--- config.mk ---
export PLATFORM = sky130hd
export DESIGN_NAME = msmo_queue
export DESIGN_NICKNAME = d
export VERILOG_FILES = /design/src/sv/msmo_pkg.sv /design/src/sv/msmo_queue.sv
export SDC_FILE = /design/constraint.sdc
export NUM_CORES = 1
export LEC_CHECK = 0
export BUFFER_PORTS_ARGS = -buffer_cell sky130_fd_sc_hd__buf_2
export CORE_AREA = 5 5 126 247
export CTS_CLUSTER_DIAMETER = 200
export CTS_CLUSTER_SIZE = 12
export DETAILED_ROUTE_END_ITERATION = 8
export DIE_AREA = 0 0 131 252
export GPL_ROUTABILITY_DRIVEN = 0
export PLACE_DENSITY = 0.8
export RECOVER_POWER = 50
export SLEW_MARGIN = 20
export SYNTH_ARGS = -nofsm -noshare
export SYNTH_HDL_FRONTEND = slang
export SYNTH_SLANG_ARGS = --single-unit
--- constraint.sdc ---
create_clock -name clk -period 4.7 [get_ports clk]
set_input_delay 0.705 -clock clk [delete_from_list [all_inputs] [get_ports clk]]
set_output_delay 0.705 -clock clk [all_outputs]
set_load 0.01 [all_outputs]
--- src/sv/msmo_pkg.sv ---
// Shared widths, record type and register codes for the slice mean/std unit.
`timescale 1ns / 1ps
package msmo_pkg;

	localparam int SAMPLE_BITS       = 16;
	localparam int MAX_SLICE_SAMPLES = 1048576;

	// Count, sum and sum-of-squares widths that cannot wrap within one slice
	localparam int N_W   = $clog2(MAX_SLICE_SAMPLES + 1);
	localparam int SUM_W = SAMPLE_BITS + N_W;
	localparam int MAG_W = SUM_W - 1;
	localparam int SQ_W  = 2 * SAMPLE_BITS - 2 + N_W;

	// Back-end arithmetic widths
	localparam int PROD_W    = N_W + SQ_W;
	localparam int DEN_W     = 2 * N_W;
	localparam int REM_W     = DEN_W + 1;
	localparam int FRAC_BITS = 16;
	localparam int STD_SHIFT = 32;
	localparam int DIVD_W    = PROD_W + STD_SHIFT;
	localparam int QUO_W     = 64;
	localparam int OUT_W     = 32;
	localparam int STEP_W    = $clog2(DIVD_W + 1);

	// Configuration registers
	localparam int LEN_W      = 21;
	localparam int CNT_W      = 16;
	localparam int CFG_DATA_W = 21;
	localparam int CFG_IDX_W  = 1;

	localparam logic [CFG_IDX_W-1:0] REG_SLICE_LENGTH = 1'b0;
	localparam logic [CFG_IDX_W-1:0] REG_SLICE_COUNT  = 1'b1;

	localparam logic [LEN_W-1:0] LEN_RESET = LEN_W'(1024);
	localparam logic [CNT_W-1:0] CNT_RESET = CNT_W'(1);

	// Queue between accumulator and statistics engine
	localparam int QDEPTH = 4;
	localparam int QPTR_W = $clog2(QDEPTH);

	// One finished slice
	typedef struct packed {
		logic signed [SUM_W-1:0] sum;
		logic [SQ_W-1:0]         sq;
		logic [N_W-1:0]          n;
		logic                    last;
	} rec_t;

endpackage

--- src/sv/msmo_queue.sv ---
// Short queue of finished slice records between front and back ends.
`timescale 1ns / 1ps
module msmo_queue (
	input  logic            clk,
	input  logic            arst_n,
	input  logic            push,
	input  msmo_pkg::rec_t  push_rec,
	output logic            not_full,
	input  logic            pop,
	output logic            not_empty,
	output msmo_pkg::rec_t  pop_rec
);

	msmo_pkg::rec_t                mem_q [msmo_pkg::QDEPTH];
	logic [msmo_pkg::QPTR_W-1:0]   wr_q;
	logic [msmo_pkg::QPTR_W-1:0]   rd_q;
	logic [msmo_pkg::QPTR_W:0]     fill_q;

	assign not_full  = fill_q != (msmo_pkg::QPTR_W+1)'(msmo_pkg::QDEPTH);
	assign not_empty = fill_q != '0;
	assign pop_rec   = mem_q[rd_q];

	// Store pushed records
	always_ff @(posedge clk) begin
		if (push) begin
			mem_q[wr_q] <= push_rec;
		end
	end

	// Advance pointers and fill level
	always_ff @(posedge clk or negedge arst_n) begin
		if (!arst_n) begin
			wr_q   <= '0;
			rd_q   <= '0;
			fill_q <= '0;
		end else begin
			if (push) begin
				wr_q <= wr_q + 1'b1;
			end
			if (pop) begin
				rd_q <= rd_q + 1'b1;
			end
			fill_q <= fill_q + (msmo_pkg::QPTR_W+1)'(push) - (msmo_pkg::QPTR_W+1)'(pop);
		end
	end

endmodule

Yosys cells after proc, flatten, opt, wreduce, memory -nomap -nowiden

Memory sizes are Yosys's and may differ from the RTL's.
Index checks and enable logic that the tools add are counted.

Input bits: 114
Register bits after elaboration: 7
Memories kept: 1
Output and inout bits: 112
Logic and storage cells: 12
Bits in writable memories: 440

Memory list:

| memory | words | bits a word | read ports | clocked after memory_dff | wr ports | line             | RTL |
|---|---|---|---|---|---|---|---|
| mem_q  | 4     | 110         | 1          | 0                        | 1        | msmo_queue.sv:14 | `msmo_pkg::rec_t mem_q [msmo_pkg::QDEPTH];` |

$add $sub $neg: 4
Reductions and logical operators: 1
Muxes and demuxes: 2
Equality and inequality tests: 1

Operator list:

| kind                                                           | count |
|---|---|
| 2-bit by 1-bit adder with 2-bit output (second input constant) | 2 |
| 3-bit by 1-bit adder with 3-bit output                         | 1 |
| 3-bit inequality test (second input constant)                  | 1 |
| 3-bit nonzero test                                             | 1 |
| 3-bit by 1-bit subtractor with 3-bit output                    | 1 |
| 1-bit two-way mux                                              | 2 |

Logic depth before layout (Yosys ltp)

Gate-level depths: netlist (run 1).

Depth in word-level cells: 2
Depth in mapped cells: 8
Mapped depth without buffers: 8

Least setup slack after synthesis (run 1)

OpenSTA, ideal clock, no wires.

Kind: in2reg
Start: input port push
End: memory mem_q[1][0] (netlist bit) (enable)
Stages on the path: 1
Arrival: 3.237 ns
Data required time: 4.219 ns
Setup time: 0.481 ns
Path buffers: 0
Slack: 0.982 ns
Cell sequence: and2_1

Longest elaborated chain between the ends: 2

Ends and longest elaborated chain:

| what                                    | line             | RTL |
|---|---|---|
| start, declared                         | msmo_queue.sv:6  | `input logic push,` |
| 1-bit two-way mux                       | msmo_queue.sv:25 | `if (push) begin` |
| 1-bit two-way mux (implied by the code) | msmo_queue.sv:26 | `mem_q[wr_q] <= push_rec;` |
| end, declared                           | msmo_queue.sv:14 |  |

No other way between the ends.

Final worst setup path (run 1)

Start: register wr_q[0] (netlist bit)
End: memory mem_q[2][65] (netlist bit) (enable)

RTL lines:

| what                   | line             | RTL |
|---|---|---|
| start, declared        | msmo_queue.sv:15 | `logic [msmo_pkg::QPTR_W-1:0] wr_q;` |
| start signal, assigned | msmo_queue.sv:38 | `wr_q <= wr_q + 1'b1;` |

Straight into the memory's write port.

==> results_dict.tcl, run 1 <==
set metrics [dict create \
    status "complete, but fails checks" \
    failing_checks "max-capacitance violations, max-slew violations" \
    path_cells "inv_1 -> ha_1 -> and2_1 -> buf_12" \
    hold_violations 0 \
    cts.reportedPaths.clkPinSlew_ns 0.06 \
    p_comb_frac 0.281 \
    ff2ff_setup_slack_ns 1.26 \
    synth.top_cells.by_area "edfxtp_1 81%, mux4_2 15%, dfrtp_1 1.1%" \
    grt-ovfl-total 0 \
    postCtsSetupRepairBufs 0 \
    netlist.area_leader.share 0.8119 \
    leading_cell_type_in_the_layout_fill_and_taps_excluded "edfxtp_1" \
    die_area_um2 33010 \
    synth_area_per_cell_um2 26.68 \
    nFillCells 1935 \
    first_global_vias 7964 \
    area_delta_synth_final_pct 15.76 \
    seq_power_share 0.465 \
    route.detailed.wl_per_inst_um 24.28 \
    worstSkewPairLatency_ns 0.53 \
    numClockSinks 447 \
    chipHeight_um 252 \
    switchingPower_mw 3.334 \
    period_share 0.7327 \
    cp.arrival_ns 3.63 \
    clockRootBuffer "clkbuf_16" \
    max_clock_freq_mhz 290.4 \
    static_power_due_to_leakage_nw 6.152 \
    clock_tree_from_tritoncts "built" \
    floorplan.die.width_um 131 \
    mappedNetlistNets 731 \
    drt_drc_violations_left 0 \
    rsz_0062_raised_after_global_routing "no" \
    synth-seq-area-share 0.8227 \
    layout.cells.most_common_list "440 x edfxtp_1, 119 x clkbuf_1, 114 x buf_2" \
    critical_path.max_fanout 60 \
    detail_route.wirelength_um 29960 \
    htree_num_levels 2 \
    syn-cell-area_um2 16270 \
    ioPinCount 226 \
    floorplan.rows 88 \
    grt_max_degree 64 \
    p_per_area_nw_per_um2 626.5 \
    vias_per_cell 5.782 \
    max_cap_viol_count 2 \
    dp_wirelength_um 18220 \
    critical_path.max_stage_delay_ns 1.95 \
    finalCriticalPeriod_ns 3.444 \
    ys_seq_elements 447 \
    slew_headroom -0.8432 \
    first_pass_iters 4 \
    first_iter_violations 404 \
    power.internal_mw 8.468 \
    slew_at_the_pin_with_the_worst_max_slew_slack_ns 2.765 \
    placement.io_buffers 225 \
    cts-resized-gates 0 \
    grt_first_pass_wirelength_um 45560 \
    startpoint_types "flop" \
    endpoint_kind "flop" \
    drt_antenna_net_count 0 \
    design.final.nets 984 \
    place_inst 1177 \
    vdd.ir_drop.worst_mv 0.4824 \
    synth_area_leader_cell "edfxtp_1" \
    crit_slowest_cell "and2_1" \
    power.clock.fraction 0.253 \
    cts_made_buffers 43 \
    post_layout_nonfiller_instances 1234 \
    number_of_antenna_violations_at_the_first_check_in_global_routing 5 \
    fin_total_pwr_mw 11.80 \
    drv_slew 102 \
    synthCells 610 \
    gr-usage-all-layers 0.1861 \
    hold_class "input port to flop" \
    fin_ws_ns 1.256 \
    core_region_area_um2 28850 \
    synth_cell_types 18 \
    worstPathRequired_ns 4.89 \
    dp_worst_setup_slack_ns 1.935 \
    drive_gt1_frac 0.3222 \
    worstSetupPathType "flop to flop" \
    final-setup-viol-count 0 \
    floorplan.initialDensity 0.5641 \
    post_route_setup_tns_ns 0 \
    clock_tree.buffer_depth 3 \
    vias_after_detailed_routing 7135 \
    yosysWarnings 0 \
    final.setup_skew_ns 0.009353 \
    sw_frac_of_total 0.2825 \
]
## power groups by stage
| stage | registers, mW | logic (mW) | clock network (mW) |
|---|---|---|---|
| 2_1_floorplan | 5.48 | 2.32 | 0 |
| 6_report | 5.49 | 3.32 | 2.99 |
| 3_5_place_dp | 5.57 | 3.42 | 0 |
| 4_1_cts | 5.50 | 3.45 | 3.07 |
| 3_3_place_gp | 5.52 | 3.42 | 0 |
| 5_1_grt | 5.56 | 3.60 | 3.23 |
## cell type report
class,count,area [µm²],area share
inverter,6,22.52,0.001196
antenna,2,5.005,0.0002657
tap,360,450.4,0.02391
timing repair buffer,233,1125,0.05971
clock inverter,1,11.26,0.0005978
sequential,447,13400,0.7111
clock buffer,53,1156,0.06137
multi-input combinational,132,2673,0.1419
## per-stage QoR
step | cell area, µm² | hold WS (ns) | utilization
after floorplan | 16270 | 0.4094 | -
after global placement | 17800 | 0.5254 | 0.6170
after detailed placement | 17800 | 0.5390 | 0.6170
after CTS | 18980 | 0.3544 | 0.6578
after global routing | 18840 | 0.4181 | 0.6530
final | 18840 | 0.4294 | 0.6530
## critical path: cells and delay by family (launching register included)
family	cells	cell delay (ns)
simple gates	1	1.95
flops	1	0.42
fa+ha+maj	1	0.14
buf+inv	2	0.51
## cells by family after synthesis
logic type	count (synthesis)	share of synthesized area
muxes	110	0.1522
and+or+nand+nor	9	0.002845
AOI/OAI and AO/OA	1	0.0003073
adders and majority gates	7	0.005843
DFF	447	0.8227
buffers and inverters	31	0.01338
xor gates and xnor gates	5	0.002692
## timing repair
action	in CTS	in global routing
setup endpoints to repair	0	0
hold buffers	1	0
hold endpoints to repair	7	0
## cell usage after synthesis
master    instances
edfxtp_1        440
mux4_2          110
buf_2            11
buf_6             9
dfrtp_1           7
ha_1              6
inv_1             6
and2_1            4
clkbuf_1          3
nand2_1           3
xnor2_1           3
xor2_1            2
buf_12            1
buf_4             1
fa_1              1
nor2_1            1
o21ai_0           1
or3_1             1
## flip-flops by register name, indices dropped and copies added, names as in the netlist
register,count
wr_q,2
mem_q,440
rd_q,2
fill_q,3
## path summary, 6_finish.rpt
check                              from            to  cells past startpoint
setup / recovery                wr_q[0]  mem_q[2][65]                      4
hold / removal             push_rec[93]  mem_q[0][93]                      1
setup reg to reg                wr_q[0]  mem_q[2][65]                      4
hold reg to reg                 wr_q[0]       wr_q[0]                      1
max in group asynchronous        arst_n       rd_q[1]                      2
min in group asynchronous        arst_n       rd_q[0]                      2
## layer usage
metal  share of wire  wire length (µm)  GRT usage
met1            0.34             10210     0.2152
met2            0.56             16750     0.3297
met3           0.065              1953    0.04470
met4           0.034              1008    0.07237
met5          0.0013                38          0
Power figures use the tool's default switching activity.
==> run 2: changes to the inputs <==
--- a/config.mk
+++ b/config.mk
@@ -5,14 +5,15 @@
 export SDC_FILE = /design/constraint.sdc
 export NUM_CORES = 1
 export LEC_CHECK = 0
+export ABC_AREA = 1
 export BUFFER_PORTS_ARGS = -buffer_cell sky130_fd_sc_hd__buf_2
-export CORE_AREA = 5 5 126 247
+export CORE_AREA = 5 5 140 276
 export CTS_CLUSTER_DIAMETER = 200
 export CTS_CLUSTER_SIZE = 12
 export DETAILED_ROUTE_END_ITERATION = 8
-export DIE_AREA = 0 0 131 252
+export DIE_AREA = 0 0 145 281
 export GPL_ROUTABILITY_DRIVEN = 0
-export PLACE_DENSITY = 0.8
+export PLACE_DENSITY = 0.78
 export RECOVER_POWER = 50
 export SLEW_MARGIN = 20
 export SYNTH_ARGS = -nofsm -noshare
==> constraint.sdc (replaced) <==
create_clock -name clk -period 2.9 [get_ports clk]
set_input_delay 0.435 -clock clk [delete_from_list [all_inputs] [get_ports clk]]
set_output_delay 0.435 -clock clk [all_outputs]
set_load 0.01 [all_outputs]
==> results_dict.tcl, run 2 <==
set metrics [dict create \
    status "complete, but fails checks" \
    failing_checks "max-capacitance violations, max-slew violations" \
    floorplan.rows 99 \
    clockRootBuffer "clkbuf_16" \
    grt_max_degree 121 \
    synth-seq-area-share 0.7077 \
    mappedNetlistNets 1892 \
    cp.arrival_ns 2.28 \
    synth_area_per_cell_um2 10.68 \
    yosysWarnings 0 \
    yosys_most_used_dff "edfxtp_1" \
    final.setup_skew_ns 0.01384 \
    numClockSinks 447 \
    hold_violations 0 \
    drive_gt1_frac 0.09414 \
    route.detailed.wl_per_inst_um 16.99 \
    post_route_design_area_um2 21510 \
    worstPathRequired_ns 2.47 \
    endpoint_kind "output pin" \
    largest_registers "mem_q (440), fill_q (3)" \
    chipHeight_um 281 \
    post-route-util 0.5927 \
    synth-edff-count 440 \
    post_layout_nonfiller_instances 2458 \
    final-setup-viol-count 0 \
    core_region_area_um2 36290 \
    first_pass_iters 5 \
    timing.hold.ws_ns 0.1482 \
    floorplan.initialDensity 0.5212 \
    synth_cell_types 14 \
    critical_path.max_fanout 120 \
    nFillCells 2896 \
    detail_route.wirelength_um 41770 \
    fin_ws_ns 0.1875 \
    worstSkewPairLatency_ns 0.54 \
    dp_wirelength_um 25730 \
    placed_cell_area_um2 20470 \
    die_area_um2 40750 \
    synth.top_cells.by_area "edfxtp_1 70%, nand2_1 11%, inv_1 9.0%" \
    synthCells 1771 \
    max_clock_freq_mhz 368.7 \
    placement.io_buffers 225 \
    top_register_by_number_of_flip_flops "mem_q" \
    cts_made_buffers 43 \
    p_per_area_nw_per_um2 1003 \
    synth_most_common_cell "nand2_1" \
    max_cap_viol_count 1 \
    dp_worst_setup_slack_ns 0.7550 \
    floorplan.die.width_um 145 \
    place_inst 2396 \
    grt_first_pass_wirelength_um 65560 \
    clock_tree_from_tritoncts "built" \
    vias_per_cell 5.063 \
    seq_area_um2 13400 \
    postSynth.asyncResetShare 0.01566 \
    finalCriticalPeriod_ns 2.713 \
    clock_tree.buffer_depth 3 \
    fin_total_pwr_mw 21.56 \
    vias_after_detailed_routing 12450 \
    vdd.ir_drop.worst_mv 0.6717 \
    first_global_vias 13330 \
    htree_num_levels 2 \
    ys_seq_elements 447 \
    grt-ovfl-total 0 \
    largest_reg_flops 440 \
    cts.reportedPaths.clkPinSlew_ns 0.06 \
    static_power_due_to_leakage_nw 9.792 \
    drt_antenna_net_count 0 \
    layout.cells.most_common_list "561 x nand2_1, 449 x inv_1, 440 x edfxtp_1" \
    first_iter_violations 654 \
    period_share 0.9353 \
    slew_headroom -0.1534 \
    syn-cell-area_um2 18920 \
    multi_input_area_um2 3348 \
    rsz_0062_raised_after_global_routing "no" \
    worstSetupPathType "flop to output pin" \
    ioPinCount 226 \
    slew_at_the_pin_with_the_worst_max_slew_slack_ns 1.730 \
    synth_area_leader_cell "edfxtp_1" \
    design.final.nets 2109 \
    drt_drc_violations_left 0 \
    drv_slew 57 \
    startpoint_types "flop" \
    gr-usage-all-layers 0.2017 \
    postCtsSetupRepairBufs 0 \
    netlist.area_leader.share 0.6985 \
    area_delta_synth_final_pct 13.70 \
    synthTopCellsByCount "561 x nand2_1, 454 x inv_1, 440 x edfxtp_1" \
    post_route_setup_tns_ns 0 \
    hold_class "input port to flop" \
    leading_cell_type_in_the_layout_fill_and_taps_excluded "nand2_1" \
    number_of_antenna_violations_at_the_first_check_in_global_routing 8 \
]
==> run 2: changes by cell type in the layout (fill, tap and decap cells not counted), moves of 4 or more <==
cell,delta
nand2_1,+558
clkinvlp_4,+4
inv_1,+443
buf_12,+5
nand3_1,+223
buf_4,+7
diode_2,+5
mux4_2,-110
==> run 2: layout make-up <==
type / count / area share
flip-flops and latches: 447 / 0.6228
multi-input cells: 795 / 0.1557
inverters: 455 / 0.08045
repair buffers: 246 / 0.05962
clock buffers: 53 / 0.05375
well taps: 454 / 0.02641
diodes: 7 / 0.0008144
clock inverters: 1 / 0.0005235
==> run 2: logic make-up (layout without fill, tap and decap cells) <==
kind of cell / after synthesis / in the layout / synth area share
AOI/OAI and AO/OA: 1 / 1 / 0.0002643
xor gates and xnor gates: 3 / 3 / 0.001389
DFF: 447 / 447 / 0.7077
adders and majority gates: 7 / 7 / 0.005027
other: 0 / 7 / 0
and+or+nand+nor: 784 / 784 / 0.1703
buffers and inverters: 529 / 755 / 0.1153
==> run 2: routing by layer <==
metal | share of wire | up-vias | GRT usage | wire, µm
li1 | - | 5927 | - | -
met1 | 0.35 | 5976 | 0.2058 | 14690
met2 | 0.54 | 408 | 0.3809 | 22420
met3 | 0.057 | 131 | 0.03614 | 2362
met4 | 0.054 | 4 | 0.1160 | 2271
met5 | 0.00062 | - | 0 | 26
==> run 2: path summary, 6_finish.rpt <==
kind / end / slack (ns) / from / cells past startpoint
min in group asynchronous: wr_q[1] / 0.37 / arst_n / 2
setup reg to reg: mem_q[3][26] / 0.47 / wr_q[0] / 4
max in group asynchronous: rd_q[1] / 2.18 / arst_n / 2
hold / removal: mem_q[0][107] / 0.15 / push_rec[107] / 1
hold reg to reg: wr_q[0] / 0.54 / wr_q[0] / 1
setup / recovery: pop_rec[13] / 0.19 / rd_q[0] / 5
==> run 2: power breakdown <==
| part | switching (mW) | internal [mW] |
|---|---|---|
| sequential | 0.390 | 8.47 |
| combinational | 5.30 | 2.47 |
| clock | 2.16 | 2.77 |
==> run 2: critical path: stages, from the launching register on <==
cell and delay, ns:
dfrtp_4 0.64, buf_12 0.35, nand2_1 0.13, nand3_1 0.12
nand2_1 0.10, buf_2 0.15
==> run 2: timing repair <==
action,CTS,global route
hold endpoints to repair,7,0
setup endpoints to repair,0,0
resized for setup,0,0
hold buffers,1,0
==> run 3: changes to the inputs <==
--- a/config.mk
+++ b/config.mk
@@ -7,14 +7,15 @@
 export LEC_CHECK = 0
 export ABC_AREA = 1
 export BUFFER_PORTS_ARGS = -buffer_cell sky130_fd_sc_hd__buf_2
+export CAP_MARGIN = 20
 export CORE_AREA = 5 5 140 276
 export CTS_CLUSTER_DIAMETER = 200
 export CTS_CLUSTER_SIZE = 12
 export DETAILED_ROUTE_END_ITERATION = 8
 export DIE_AREA = 0 0 145 281
 export GPL_ROUTABILITY_DRIVEN = 0
+export HOLD_SLACK_MARGIN = 0.06
 export PLACE_DENSITY = 0.78
-export RECOVER_POWER = 50
 export SLEW_MARGIN = 20
 export SYNTH_ARGS = -nofsm -noshare
 export SYNTH_HDL_FRONTEND = slang
==> results_dict.tcl, run 3 (synthesized netlist as in run 2, its figures left out) <==
set metrics [dict create \
    placed_cell_area_um2 20470 \
    placement.io_buffers 225 \
    power.clock.fraction 0.228 \
    largest_reg_flops 440 \
    dp_wirelength_um 25730 \
    timing.critical_path.from "rd_q[0]" \
    finalCriticalPeriod_ns 2.711 \
    clock_tree_from_tritoncts "built" \
    slew_headroom 0.4154 \
    power.internal_mw 13.74 \
    endpoint_kind "output pin" \
    use_met3 0.03614 \
    layout.cells.most_common_list "561 x nand2_1, 449 x inv_1, 440 x edfxtp_1" \
    ioPinCount 226 \
    final.setup_skew_ns 0.01430 \
    drv_slew 0 \
    first_iter_violations 661 \
    floorplan.rows 99 \
    die_area_um2 40750 \
    clock_tree.buffer_depth 3 \
    post_route_design_area_um2 21670 \
    area_delta_synth_final_pct 14.57 \
    grt-ovfl-total 0 \
    seq_power_share 0.410 \
    drt_drc_violations_left 0 \
    floorplan.die.width_um 145 \
    cts_made_buffers 43 \
    gr-usage-all-layers 0.2017 \
    max_cap_viol_count 0 \
    dp_worst_setup_slack_ns 0.7550 \
    timing.rr.start "wr_q[1]" \
    final-setup-viol-count 0 \
    p_per_area_nw_per_um2 996.4 \
    detail_route.wirelength_um 41790 \
    grt_util_met1 0.2058 \
    drt_antenna_net_count 0 \
    hold_class "input port to flop" \
    fin_ws_ns 0.1886 \
    post-route-util 0.5972 \
    hold_path_startpoint "push_rec[48]" \
    core_region_area_um2 36290 \
    chipHeight_um 281 \
    grt_first_pass_wirelength_um 65560 \
    critical_path.max_fanout 120 \
    postCtsSetupRepairBufs 0 \
    post_route_setup_tns_ns 0 \
    worstSetupPathType "flop to output pin" \
    vdd.ir_drop.worst_mv 0.6737 \
    status "complete, no violations" \
    slew_at_the_pin_with_the_worst_max_slew_slack_ns 0.8769 \
    sw_frac_of_total 0.3638 \
    numClockSinks 447 \
    worstPathRequired_ns 2.47 \
    first_global_vias 13330 \
    vias_after_detailed_routing 12460 \
    max_clock_freq_mhz 368.8 \
    drive_gt1_frac 0.1497 \
    vias_per_cell 5.061 \
    route.detailed.wl_per_inst_um 16.97 \
    largest_registers "mem_q (440), fill_q (3)" \
    rsz_0062_raised_after_global_routing "no" \
    period_share 0.9350 \
    static_power_due_to_leakage_nw 10.10 \
    hold_violations 0 \
    leading_cell_type_in_the_layout_fill_and_taps_excluded "nand2_1" \
    grt-busiest-layer "met2" \
    design.final.nets 2109 \
    number_of_antenna_violations_at_the_first_check_in_global_routing 15 \
    startpoint_types "flop" \
    top_register_by_number_of_flip_flops "mem_q" \
    grt_max_degree 121 \
    cts.reportedPaths.clkPinSlew_ns 0.06 \
    htree_num_levels 2 \
    grtUsageMet2 0.3809 \
    clockRootBuffer "clkbuf_16" \
    cp.arrival_ns 2.28 \
    floorplan.initialDensity 0.5212 \
    p_comb_frac 0.362 \
    worstSkewPairLatency_ns 0.54 \
    switchingPower_mw 7.857 \
    first_pass_iters 5 \
]
[run 3: metal layers]
metal  routed length (µm)  vias to the layer above
met5                   26                        -
met4                 2308                        4
met3                 2313                      135
met2                22430                      426
met1                14710                     5969
li1                     -                     5927
[run 3: what timing repair did]
action,CTS,global route
hold buffers,1,0
endpoints found under the hold margin,7,0
resized for setup,0,0
[run 3: final timing paths]
path / to / slack (ns) / cells past startpoint
max: pop_rec[77] / 0.19 / 5
min: mem_q[3][48] / 0.11 / 1
max reg2reg: mem_q[1][55] / 0.94 / 5
min reg2reg: wr_q[0] / 0.54 / 1
max in group asynchronous: rd_q[0] / 2.42 / 2
min in group asynchronous: wr_q[1] / 0.29 / 2
[run 3: area by class of cell]
class,count,area [µm²]
antenna,11,27.53
inverter,455,1730
clock inverter,1,11.26
tap,454,568.0
clock buffer,53,1156
timing repair buffer,246,1436
sequential,447,13400
multi-input combinational,795,3348
fill,2837,14620
[run 3: worst max-delay path: stages, from the launching register on]
cell     delay [ns]
dfrtp_4        0.64
buf_12         0.35
nand2_1        0.15
nand3_1        0.13
nand2_1        0.08
buf_2          0.14
[run 3: power groups by stage]
stage	combinational, mW	sequential [mW]	clock, mW
2_1_floorplan	5.09	8.84	0
3_3_place_gp	7.67	8.92	0
3_5_place_dp	7.92	8.99	0
4_1_cts	7.96	8.86	5.03
5_1_grt	8.67	8.95	5.28
6_report	7.82	8.86	4.91
[run 3: stage by stage]
stage                     hold slack [ns]  instances  total power [mW]
final                              0.1079       2462             21.59
after global routing              0.08761       2461             22.90
after CTS                         0.07634       2451             21.84
after detailed placement           0.2886       2396             16.91
after global placement             0.2879       2396             16.59
after floorplan                    0.1394       1771             13.94
